[src/hw/rtl/idrf_pkg.sv]
// ----------------------------------------------------------------------------
// idrf_pkg
// Shared types, constants and helpers of the image difference region finder.
// ----------------------------------------------------------------------------
package idrf_pkg;

  // geometry and table size
  localparam int MAX_SIDE    = 4096;
  localparam int RECTS       = 16;
  localparam int RIDX_W      = $clog2(RECTS);
  localparam int XW          = 12;   // column / row coordinate
  localparam int EW          = 13;   // sizes, extents, register width
  localparam int SW          = 14;   // coordinate plus extent
  localparam int DIST_W      = 8;
  localparam int PIX_W       = 24;
  localparam int CFG_ADDR_W  = 2;
  localparam int IN_TDATA_W  = 48;
  localparam int OUT_TDATA_W = 56;
  localparam int OUT_PAD_W   = OUT_TDATA_W - (2 * XW + 2 * EW + 1);

  // reset values of the registers
  localparam logic [EW-1:0]     FRAME_WIDTH_RST  = EW'(640);
  localparam logic [EW-1:0]     FRAME_HEIGHT_RST = EW'(480);
  localparam logic [DIST_W-1:0] NEAR_DIST_RST    = DIST_W'(5);

  // register indexes
  typedef enum logic [CFG_ADDR_W-1:0] {
    REG_FRAME_WIDTH  = 2'd0,
    REG_FRAME_HEIGHT = 2'd1,
    REG_MARK_ENABLE  = 2'd2,
    REG_NEAR_DIST    = 2'd3
  } cfg_reg_t;

  // result kinds
  typedef enum logic [1:0] {
    KIND_POINT  = 2'd0,
    KIND_BOX    = 2'd1,
    KIND_RECT   = 2'd2,
    KIND_NODIFF = 2'd3
  } kind_t;

  // controller states
  typedef enum logic [2:0] {
    ST_IDLE,
    ST_EVAL,
    ST_GROUP,
    ST_POINT,
    ST_BOX,
    ST_SCAN
  } state_t;

  // configuration registers
  typedef struct packed {
    logic [EW-1:0]     frame_width;
    logic [EW-1:0]     frame_height;
    logic              mark_enable;
    logic [DIST_W-1:0] near_distance;
  } cfg_t;

  // controller to datapath commands
  typedef struct packed {
    logic accept;      // latch position, step counters
    logic eval;        // update box, register proximity matches
    logic group;       // extend, allocate or flag overflow
    logic load_point;
    logic load_box;
    logic load_rect;
    logic step;        // advance readout index
    logic clear;       // reset frame state
  } cmd_t;

  // datapath to controller status
  typedef struct packed {
    logic in_diff;       // pixels on the input differ
    logic in_frame_end;  // input pixel is the last of the frame
    logic frame_end;     // latched pixel is the last of the frame
    logic out_free;      // output register can take a result
    logic any_used;      // some rectangle entry in use
    logic idx_used;      // readout entry in use
    logic idx_final;     // no used entry above readout entry
  } sts_t;

  // zero acts as one, oversize clamps
  function automatic logic [EW-1:0] eff_size(input logic [EW-1:0] s);
    logic [EW-1:0] r;
    r = s;
    if (s == '0) begin
      r = EW'(1);
    end else if (s > EW'(MAX_SIDE)) begin
      r = EW'(MAX_SIDE);
    end
    return r;
  endfunction

endpackage

[src/hw/rtl/idrf_ctrl.sv]
// ----------------------------------------------------------------------------
// idrf_ctrl
// Sequencer: accepts pixel pairs, steps grouping and frame-end readout.
// ----------------------------------------------------------------------------
module idrf_ctrl
  import idrf_pkg::*;
(
  input  logic   clk,
  input  logic   rst_n,
  input  logic   in_tvalid,
  output logic   in_tready,
  input  sts_t   sts,
  output cmd_t   cmd
);

  state_t state_r, state_nxt;

  // state register
  always_ff @(posedge clk) begin
    if (!rst_n) begin
      state_r <= ST_IDLE;
    end else begin
      state_r <= state_nxt;
    end
  end

  // next state
  always_comb begin
    state_nxt = state_r;
    unique case (state_r)
      ST_IDLE: begin
        if (in_tvalid) begin
          if (sts.in_diff) begin
            state_nxt = ST_EVAL;
          end else if (sts.in_frame_end) begin
            state_nxt = ST_BOX;
          end
        end
      end
      ST_EVAL:  state_nxt = ST_GROUP;
      ST_GROUP: state_nxt = ST_POINT;
      ST_POINT: begin
        if (sts.out_free) begin
          state_nxt = sts.frame_end ? ST_BOX : ST_IDLE;
        end
      end
      ST_BOX: begin
        if (sts.out_free) begin
          state_nxt = sts.any_used ? ST_SCAN : ST_IDLE;
        end
      end
      ST_SCAN: begin
        if (sts.idx_used && sts.out_free && sts.idx_final) begin
          state_nxt = ST_IDLE;
        end
      end
      default: state_nxt = ST_IDLE;
    endcase
  end

  // commands
  always_comb begin
    cmd       = '0;
    in_tready = 1'b0;
    unique case (state_r)
      ST_IDLE: begin
        in_tready  = 1'b1;
        cmd.accept = in_tvalid;
      end
      ST_EVAL:  cmd.eval  = 1'b1;
      ST_GROUP: cmd.group = 1'b1;
      ST_POINT: cmd.load_point = sts.out_free;
      ST_BOX: begin
        if (sts.out_free) begin
          cmd.load_box = 1'b1;
          cmd.clear    = !sts.any_used;
        end
      end
      ST_SCAN: begin
        if (!sts.idx_used) begin
          cmd.step = 1'b1;
        end else if (sts.out_free) begin
          cmd.load_rect = 1'b1;
          cmd.clear     = sts.idx_final;
          cmd.step      = !sts.idx_final;
        end
      end
      default: cmd = '0;
    endcase
  end

endmodule

[src/hw/rtl/idrf_datapath.sv]
// ----------------------------------------------------------------------------
// idrf_datapath
// Position counters, bounding box, rectangle table and output register.
// ----------------------------------------------------------------------------
module idrf_datapath
  import idrf_pkg::*;
(
  input  logic                   clk,
  input  logic                   rst_n,
  input  cfg_t                   cfg,
  input  cmd_t                   cmd,
  output sts_t                   sts,
  input  logic [IN_TDATA_W-1:0]  in_tdata,
  output logic                   out_tvalid,
  input  logic                   out_tready,
  output logic [OUT_TDATA_W-1:0] out_tdata,
  output logic [1:0]             out_tuser,
  output logic                   out_tlast
);

  // counters and latched position
  logic [XW-1:0] col_r, row_r, x_r, y_r;
  logic          fe_r;
  logic [EW-1:0] w_eff, h_eff;
  logic          row_end, frame_end_in;

  // bounding box
  logic          any_diff_r;
  logic [XW-1:0] box_l_r, box_t_r, box_r_r, box_b_r;

  // rectangle table
  logic [XW-1:0]    rx_r [RECTS];
  logic [XW-1:0]    ry_r [RECTS];
  logic [EW-1:0]    rw_r [RECTS];
  logic [EW-1:0]    rh_r [RECTS];
  logic [XW-1:0]    rx_nxt [RECTS];
  logic [XW-1:0]    ry_nxt [RECTS];
  logic [EW-1:0]    rw_nxt [RECTS];
  logic [EW-1:0]    rh_nxt [RECTS];
  logic [SW-1:0]    rr_w [RECTS];
  logic [SW-1:0]    rb_w [RECTS];
  logic [RECTS-1:0] used_r, used_nxt;
  logic [RECTS-1:0] match_r, match_nxt;
  logic [RECTS-1:0] hit_oh, free_v, free_oh;
  logic             ovf_r, ovf_nxt;
  logic [RIDX_W-1:0] idx_r;

  // output register
  logic              out_valid_r;
  kind_t             o_kind_r;
  logic [XW-1:0]     o_px_r, o_py_r;
  logic [EW-1:0]     o_ex_r, o_ey_r;
  logic              o_ovf_r, o_last_r;

  logic              out_free;
  logic              load_any;
  logic              grp_en;
  logic [SW:0]       d_w;
  logic [EW-1:0]     xd_w, yd_w;

  // frame position of the pixel on the input
  assign w_eff        = eff_size(cfg.frame_width);
  assign h_eff        = eff_size(cfg.frame_height);
  assign row_end      = {1'b0, col_r} >= (w_eff - EW'(1));
  assign frame_end_in = row_end && ({1'b0, row_r} >= (h_eff - EW'(1)));

  assign out_free = !out_valid_r || out_tready;
  assign load_any = cmd.load_point || cmd.load_box || cmd.load_rect;

  // status
  always_comb begin
    sts.in_diff      = in_tdata[PIX_W-1:0] != in_tdata[2*PIX_W-1:PIX_W];
    sts.in_frame_end = frame_end_in;
    sts.frame_end    = fe_r;
    sts.out_free     = out_free;
    sts.any_used     = |used_r;
    sts.idx_used     = used_r[idx_r];
    sts.idx_final    = ((used_r >> idx_r) >> 1) == '0;
  end

  // counters
  always_ff @(posedge clk) begin
    if (!rst_n) begin
      col_r <= '0;
      row_r <= '0;
    end else if (cmd.accept) begin
      if (frame_end_in) begin
        col_r <= '0;
        row_r <= '0;
      end else if (row_end) begin
        col_r <= '0;
        row_r <= row_r + XW'(1);
      end else begin
        col_r <= col_r + XW'(1);
      end
    end
  end

  // latched position of the accepted pixel
  always_ff @(posedge clk) begin
    if (cmd.accept) begin
      x_r  <= col_r;
      y_r  <= row_r;
      fe_r <= frame_end_in;
    end
  end

  // bounding box
  always_ff @(posedge clk) begin
    if (!rst_n) begin
      any_diff_r <= 1'b0;
      box_l_r    <= '0;
      box_t_r    <= '0;
      box_r_r    <= '0;
      box_b_r    <= '0;
    end else if (cmd.clear) begin
      any_diff_r <= 1'b0;
      box_l_r    <= '0;
      box_t_r    <= '0;
      box_r_r    <= '0;
      box_b_r    <= '0;
    end else if (cmd.eval) begin
      any_diff_r <= 1'b1;
      if (!any_diff_r) begin
        box_l_r <= x_r;
        box_r_r <= x_r;
        box_t_r <= y_r;
        box_b_r <= y_r;
      end else begin
        if (x_r < box_l_r) box_l_r <= x_r;
        if (x_r > box_r_r) box_r_r <= x_r;
        if (y_r < box_t_r) box_t_r <= y_r;
        if (y_r > box_b_r) box_b_r <= y_r;
      end
    end
  end

  // proximity test, one lane per entry
  assign d_w  = (SW + 1)'(cfg.near_distance);
  assign xd_w = {1'b0, x_r} + EW'(cfg.near_distance);
  assign yd_w = {1'b0, y_r} + EW'(cfg.near_distance);

  always_comb begin
    for (int i = 0; i < RECTS; i++) begin
      rr_w[i]      = SW'(rx_r[i]) + SW'(rw_r[i]);
      rb_w[i]      = SW'(ry_r[i]) + SW'(rh_r[i]);
      match_nxt[i] = used_r[i] &&
        ((({1'b0, rr_w[i]} + d_w >= (SW + 1)'(x_r)) &&
          ({1'b0, rb_w[i]} + d_w >= (SW + 1)'(y_r))) ||
         ((x_r < rx_r[i]) && (y_r < ry_r[i]) &&
          ({1'b0, rx_r[i]} <= xd_w) && ({1'b0, ry_r[i]} <= yd_w)));
    end
  end

  always_ff @(posedge clk) begin
    if (cmd.eval) begin
      match_r <= match_nxt;
    end
  end

  // first matching entry and first free entry
  assign grp_en  = cmd.group && cfg.mark_enable;
  assign hit_oh  = match_r & (~match_r + RECTS'(1));
  assign free_v  = ~used_r;
  assign free_oh = free_v & (~free_v + RECTS'(1));

  // grouping: extend the hit entry, or allocate a 1x1 entry
  always_comb begin
    used_nxt = used_r;
    ovf_nxt  = ovf_r;
    for (int i = 0; i < RECTS; i++) begin
      rx_nxt[i] = rx_r[i];
      ry_nxt[i] = ry_r[i];
      rw_nxt[i] = rw_r[i];
      rh_nxt[i] = rh_r[i];
      if (grp_en && hit_oh[i]) begin
        if (rr_w[i] < SW'(x_r)) begin
          rw_nxt[i] = {1'b0, x_r} - {1'b0, rx_r[i]};
        end else if (rx_r[i] > x_r) begin
          rw_nxt[i] = rw_r[i] + ({1'b0, rx_r[i]} - {1'b0, x_r});
          rx_nxt[i] = x_r;
        end
        if (rb_w[i] < SW'(y_r)) begin
          rh_nxt[i] = {1'b0, y_r} - {1'b0, ry_r[i]};
        end
      end else if (grp_en && (match_r == '0) && free_oh[i]) begin
        rx_nxt[i]   = x_r;
        ry_nxt[i]   = y_r;
        rw_nxt[i]   = EW'(1);
        rh_nxt[i]   = EW'(1);
        used_nxt[i] = 1'b1;
      end
    end
    if (grp_en && (match_r == '0) && (free_v == '0)) begin
      ovf_nxt = 1'b1;
    end
  end

  // table payload
  always_ff @(posedge clk) begin
    for (int i = 0; i < RECTS; i++) begin
      rx_r[i] <= rx_nxt[i];
      ry_r[i] <= ry_nxt[i];
      rw_r[i] <= rw_nxt[i];
      rh_r[i] <= rh_nxt[i];
    end
  end

  // table control and readout index
  always_ff @(posedge clk) begin
    if (!rst_n) begin
      used_r <= '0;
      ovf_r  <= 1'b0;
      idx_r  <= '0;
    end else begin
      if (cmd.clear) begin
        used_r <= '0;
        ovf_r  <= 1'b0;
      end else begin
        used_r <= used_nxt;
        ovf_r  <= ovf_nxt;
      end
      if (cmd.load_box) begin
        idx_r <= '0;
      end else if (cmd.step) begin
        idx_r <= idx_r + RIDX_W'(1);
      end
    end
  end

  // output register valid
  always_ff @(posedge clk) begin
    if (!rst_n) begin
      out_valid_r <= 1'b0;
    end else if (load_any) begin
      out_valid_r <= 1'b1;
    end else if (out_tready) begin
      out_valid_r <= 1'b0;
    end
  end

  // output register payload
  always_ff @(posedge clk) begin
    priority if (cmd.load_point) begin
      o_kind_r <= KIND_POINT;
      o_px_r   <= x_r;
      o_py_r   <= y_r;
      o_ex_r   <= '0;
      o_ey_r   <= '0;
      o_ovf_r  <= ovf_r;
      o_last_r <= 1'b0;
    end else if (cmd.load_box) begin
      o_kind_r <= any_diff_r ? KIND_BOX : KIND_NODIFF;
      o_px_r   <= box_l_r;
      o_py_r   <= box_t_r;
      o_ex_r   <= {1'b0, box_r_r};
      o_ey_r   <= {1'b0, box_b_r};
      o_ovf_r  <= ovf_r;
      o_last_r <= !(|used_r);
    end else if (cmd.load_rect) begin
      o_kind_r <= KIND_RECT;
      o_px_r   <= rx_r[idx_r];
      o_py_r   <= ry_r[idx_r];
      o_ex_r   <= rw_r[idx_r];
      o_ey_r   <= rh_r[idx_r];
      o_ovf_r  <= ovf_r;
      o_last_r <= sts.idx_final;
    end else begin
      o_kind_r <= o_kind_r;
    end
  end

  assign out_tvalid = out_valid_r;
  assign out_tuser  = o_kind_r;
  assign out_tlast  = o_last_r;
  assign out_tdata  = {OUT_PAD_W'(0), o_ovf_r, o_ey_r, o_ex_r, o_py_r, o_px_r};

  // overflow only appears when every entry was taken
  a_ovf_full: assert property (@(posedge clk) disable iff (!rst_n)
    $rose(ovf_r) |-> $past(&used_r))
    else $error("table overflow flagged with a free entry");

  // frame clear empties the table and the box
  a_clear: assert property (@(posedge clk) disable iff (!rst_n)
    cmd.clear |=> (used_r == '0) && !ovf_r && !any_diff_r)
    else $error("frame state not cleared");

  // a result is only loaded into a free output register
  a_load_free: assert property (@(posedge clk) disable iff (!rst_n)
    load_any |-> (!out_valid_r || out_tready))
    else $error("result overwrites a pending transfer");

  // readout only reports entries in use
  a_rect_used: assert property (@(posedge clk) disable iff (!rst_n)
    cmd.load_rect |-> used_r[idx_r])
    else $error("rectangle reported from an unused entry");

endmodule

[src/hw/rtl/image_diff_region_finder_unit.sv]
// ----------------------------------------------------------------------------
// image_diff_region_finder_unit
// Compares two frames pixel by pixel, reports points, bounding box, rectangles.
// ----------------------------------------------------------------------------
// Equal pixel pairs transfer at one per cycle while the sequencer is idle; a
// differing pair holds the input through accept, box and proximity match,
// group update and point load, the point being loaded once the output is free.
// Frame end adds the box result, then a serial table readout of each entry
// up to the last used one (at most 16), which also waits for a free output.
// Synchronous active-low reset restores register defaults and empties the
// table; no clearing pass is needed.
module image_diff_region_finder_unit
  import idrf_pkg::*;
(
  input  logic                   clk,
  input  logic                   rst_n,
  // pixel pairs
  input  logic                   in_tvalid,
  output logic                   in_tready,
  input  logic [IN_TDATA_W-1:0]  in_tdata,   // pixel_a[23:0], pixel_b[47:24]
  // results
  output logic                   out_tvalid,
  input  logic                   out_tready,
  output logic [OUT_TDATA_W-1:0] out_tdata,  // pos_x[11:0], pos_y[23:12],
                                             // extent_x[36:24], extent_y[49:37],
                                             // overflow[50], zero pad
  output logic [1:0]             out_tuser,  // kind[1:0]
  output logic                   out_tlast,
  // configuration writes
  input  logic                   cfg_wr_en,
  input  logic [CFG_ADDR_W-1:0]  cfg_addr,
  input  logic [EW-1:0]          cfg_wdata
);

  cfg_t cfg_r;
  cmd_t cmd;
  sts_t sts;

  // configuration registers
  always_ff @(posedge clk) begin
    if (!rst_n) begin
      cfg_r.frame_width   <= FRAME_WIDTH_RST;
      cfg_r.frame_height  <= FRAME_HEIGHT_RST;
      cfg_r.mark_enable   <= 1'b0;
      cfg_r.near_distance <= NEAR_DIST_RST;
    end else if (cfg_wr_en) begin
      unique case (cfg_reg_t'(cfg_addr))
        REG_FRAME_WIDTH:  cfg_r.frame_width   <= cfg_wdata;
        REG_FRAME_HEIGHT: cfg_r.frame_height  <= cfg_wdata;
        REG_MARK_ENABLE:  cfg_r.mark_enable   <= cfg_wdata[0];
        REG_NEAR_DIST:    cfg_r.near_distance <= cfg_wdata[DIST_W-1:0];
      endcase
    end
  end

  // sequencer
  idrf_ctrl u_ctrl (
    .clk       (clk),
    .rst_n     (rst_n),
    .in_tvalid (in_tvalid),
    .in_tready (in_tready),
    .sts       (sts),
    .cmd       (cmd)
  );

  // datapath
  idrf_datapath u_datapath (
    .clk        (clk),
    .rst_n      (rst_n),
    .cfg        (cfg_r),
    .cmd        (cmd),
    .sts        (sts),
    .in_tdata   (in_tdata),
    .out_tvalid (out_tvalid),
    .out_tready (out_tready),
    .out_tdata  (out_tdata),
    .out_tuser  (out_tuser),
    .out_tlast  (out_tlast)
  );

endmodule
[config.mk]
export PLATFORM = sky130hd
export DESIGN_NAME = image_diff_region_finder_unit
export DESIGN_NICKNAME = d
export VERILOG_FILES = /design/src/hw/rtl/idrf_pkg.sv /design/src/hw/rtl/idrf_ctrl.sv /design/src/hw/rtl/idrf_datapath.sv /design/src/hw/rtl/image_diff_region_finder_unit.sv
export SDC_FILE = /design/constraint.sdc
export NUM_CORES = 2
export LEC_CHECK = 0
export CORE_ASPECT_RATIO = 1.1
export CORE_MARGIN = 10
export CORE_UTILIZATION = 25
export DETAILED_ROUTE_END_ITERATION = 7
export DONT_BUFFER_PORTS = 1
export SYNTH_ARGS = -nofsm -noshare
export SYNTH_HDL_FRONTEND = slang
export SYNTH_HIERARCHICAL = 1
export SYNTH_SLANG_ARGS = --single-unit
[constraint.sdc]
create_clock -name clk -period 8.7 [get_ports clk]
set_input_delay 0 -clock clk [delete_from_list [all_inputs] [get_ports clk]]
set_output_delay 0 -clock clk [all_outputs]
set_load 0.03 [all_outputs]
==> impl.org <==
** Floorplanning
- Core area :: 525,000 um2
- Row count :: 279
- The die is 782 um tall.
- Initial core utilization :: 0.251
- From left edge to right edge, the die measures 712 um.
- The die covers 557,000 um2.
- I/O pins :: 129

** Synthesis
- Number of synthesized flops with an enable pin :: 866
- Cell variety after synth :: 108
- Number of cells produced by synthesis :: 14,149
- Top cells by instance count after synthesis :: ha_1, inv_1, nor2_1
- Commonest register cell after synthesis :: edfxtp_1
- Counting flops and latches in the post-synthesis netlist gives 1,032.
- Summed over all instances, the cell type with the most area after synthesis is ha_1.
- The mapped netlist covers 132,000 um2.
- For this run, the register share of the synthesized area comes to 0.222.
- Proportion of netlist area held by the largest area contributor :: 0.252
- Asr flop ratio synth :: 0
- By area the synthesized netlist is led by ha_1, edfxtp_1, xnor2_1.
- A synthesized cell averages 9.32 um2.
- Yosys instantiated no cell more often than ha_1.
- Yosys warning count :: 6

** Timing
- Worst slew margin :: 0.0722
- Setup violations remaining at the end of the flow were counted as 0.
- At the pin with the least slew margin, the transition time is 1.38 ns.
- Part of the cycle the worst path needs :: 0.712
- Setup WS post-layout :: 2.51 ns
- The count of endpoints failing hold in the final timing report came to 0.
- Clock period minus final worst setup slack :: 6.19 ns
- Number of slew-limit violations in the final report :: 0
- Sum of negative setup slack :: 0 ns
- Max Fclk :: 161 MHz
- Worst clock skew :: 0.0568 ns
- Setup repair after global routing missed its margin :: false

** Setup path
- Kind of end point of the critical path :: flop
- STA classifies the critical path startpoint as a flop.
- Type of the worst setup path :: flop to flop
- Data required time at the worst endpoint :: 9.25 ns
- Biggest fanout along the worst timing path :: 21
- CP arrival :: 6.74 ns

** Global routing
- Total Routing Usage GR :: 0.172
- In the global route stage, met1 resource usage came out at 0.221.
- In the global route stage, met3 resource usage came out at 0.0323.
- After global routing the overflow that remains totals 0.
- Initial antenna violation count :: 53
- Met2 GRT Util :: 0.267
- The via count of the first global-routing pass is 106,929.
- Busiest layer in global routing :: met2
- Global-route wire length before repair :: 723,000 um
- Entering global routing, the biggest net connects 115 pins.

** Final layout
- Seq. cell area :: 29,400 um2
- The multi-input combinational cells in the finished layout cover a total of 96,000 um2.
- Area overhead of the layout relative to synthesis :: 11.7%
- After the last flow step, the layout net total stands at 17,356.
- In the final layout, the share of cells above drive strength 1 is 0.0632.
- Fillers :: 55,285

** Power and ir drop
- Clock network power share :: 0.336
- In this run the power density over the cells is 126 nW/um2.
- The internal power of the cells totals 11.7 mW.
- Logic pwr share :: 0.349
- Of the total power, the share spent switching nets is 0.369.
- Of the total power, registers draw 0.315.
- The worst-case IR drop observed on VDD is 0.146 mV.
- Reported net switching power :: 6.83 mW
- Static power due to leakage :: 64.2 nW

** Status
- The run finished with clean final reports.

** Detailed routing
- Dividing the detail-routed wire length by the instance count gives 23.3 um.
- Wire length reported by the detailed router :: 502,000 um
- In this run, the number of DRC markers left after iteration 0 of detailed routing was 9,924.
- For this run, the detailed router's first-pass iteration total came to 6.
- Count of unresolved DRC violations after routing :: 0
- Post-route ant nets :: 0
- Via count :: 111,940
- Using the TritonRoute via totals, the vias-per-cell ratio works out to 5.20.

** Placement
- Post-DP HPWL :: 389,000 um
- The congestion estimate from routability-driven global placement came to 0.990.
- Input and output buffers added on the ports amount to 0.
- Prior to clock tree synthesis, the placed netlist has a worst setup slack of 2.79 ns.

** Clock network
- After clock tree synthesis, the repair step resized 0 gates.
- Setup Buffers After CTS :: 0
- Number of buffers inserted during clock tree synthesis :: 145
- Clock tree sinks :: 1,032
- Post-CTS clock slew at the launch and capture registers of the worst setup and hold paths :: 0.06 ns
- For this design, the CTS-stage hold fixing added 48 buffers.
- Worst-Skew Late Latency :: 0.88 ns
- CTS Root Buffer Type :: clkbuf_16
- Clock tree buffer depth :: 4
- In this run the number of H-tree levels came out at 4.
- Clock tree from TritonCTS :: built

** Worst hold path
- Classification of the worst-slack hold path :: input pin to flop

** Job
- Number of max-cap violations :: 0
==> layout make-up <==
class / count / share of cell area
clock buffers: 175 / 0.0263
diodes: 48 / 0.000816
multi-input cells: 11360 / 0.652
repair buffers: 261 / 0.0156
clock inverters: 81 / 0.00619
flip-flops and latches: 1032 / 0.199
well taps: 7025 / 0.0597
inverters: 1547 / 0.0396
==> routing by layer <==
layer | vias up | wire [um] | share of wire
li1 | 51821 | - | -
met1 | 54440 | 208000 | 0.41
met2 | 4496 | 214000 | 0.43
met3 | 1157 | 43500 | 0.087
met4 | 26 | 36600 | 0.073
met5 | - | 213 | 0.00042
==> critical path: stages, from the launching register on <==
cell	delay, ns
dfxtp_4	0.79
buf_4	0.49
ha_1	0.30
a21o_1	0.17
a21oi_1	0.27
o21bai_1	0.10
a21oi_1	0.29
o21bai_1	0.11
a21oi_1	0.28
nor2b_1	0.09
nor2_1	0.15
nor2_1	0.09
xnor2_2	0.39
buf_4	0.37
ha_1	0.18
and3_1	0.15
nand3_1	0.09
o21ai_0	0.18
nor4_1	0.06
o311ai_0	1.00
nor4_1	0.09
o21bai_1	0.20
==> through the flow <==
| step | instance area (um2) | power, mW | std cells | hold slack, ns | util |
|---|---|---|---|---|---|
| after floorplan | 132000 | 10.1 | 14153 | 0.116 | - |
| after global placement | 142000 | 12.1 | 21177 | 0.0980 | 0.270 |
| after detailed placement | 142000 | 12.2 | 21177 | 0.107 | 0.270 |
| after CTS | 147000 | 18.5 | 21481 | 0.0283 | 0.280 |
| after global routing | 147000 | 19.5 | 21489 | 0.0352 | 0.280 |
| final | 147000 | 18.5 | 21529 | 0.0382 | 0.280 |
==> sequential cells by signal (all words and copies together), names as in the netlist, 13 cells and up, named ones only <==
| signal | cells |
|---|---|
| u_datapath/o_ey_r | 13 |
| u_datapath/rx_r | 192 |
| u_datapath/match_r | 16 |
| u_datapath/o_ex_r | 13 |
| cfg_r | 35 |
| u_datapath/ry_r | 192 |
| u_datapath/rh_r | 208 |
| u_datapath/used_r | 16 |
| u_datapath/rw_r | 208 |
==> cells by family (layout without fill, tap and decap cells) <==
logic type | count (synthesis) | count (layout) | share of synthesized area
AO/OA/AOI/OAI | 3313 | 3313 | 0.162
XOR/XNOR | 1058 | 1058 | 0.0703
adder cells (fa/ha/maj) | 2941 | 2941 | 0.296
buffers and inverters | 1761 | 2064 | 0.0509
flip-flops | 1032 | 1032 | 0.222
multiplexers | 543 | 543 | 0.0658
other | 1 | 53 | 0.0000284
AND/OR/NAND/NOR | 3500 | 3500 | 0.133
==> final timing paths <==
kind / from / end / slack (ns) / cells past startpoint
min reg2reg: u_datapath/ovf_r$_SDFFE_PP0P_ / u_datapath/o_ovf_r$_DFFE_PP_ / 0.44 / 0
min: out_tready / u_ctrl/state_r[1]$_SDFFE_PN0P_ / 0.04 / 3
max: cfg_r[1]$_SDFFE_PN0P_ / u_datapath/match_r[5]$_DFFE_PP_ / 2.51 / 21
max reg2reg: cfg_r[1]$_SDFFE_PN0P_ / u_datapath/match_r[5]$_DFFE_PP_ / 2.51 / 21
==> power by group through the flow <==
stage	logic, mW	registers (mW)	clock network, mW
floorplan	4.22	5.91	0
global placement	6.18	5.92	0
detailed placement	6.29	5.93	0
CTS	6.37	5.82	6.29
global route	7.15	5.85	6.46
finish	6.46	5.84	6.21
==> placed cells by master (no fill, tap or decap), drive strengths merged, types with 270 or more instances in the layout <==
cell and count:
ha 2651, inv 1548, nor2 1035, a21oi 869, edfxtp 866, xnor2 788, o21ai 760, nand2 562
a21o 437, nor2b 423, nor3 323, nand3 290, fa 290, xor2 270
Power figures use the tool's default switching activity.
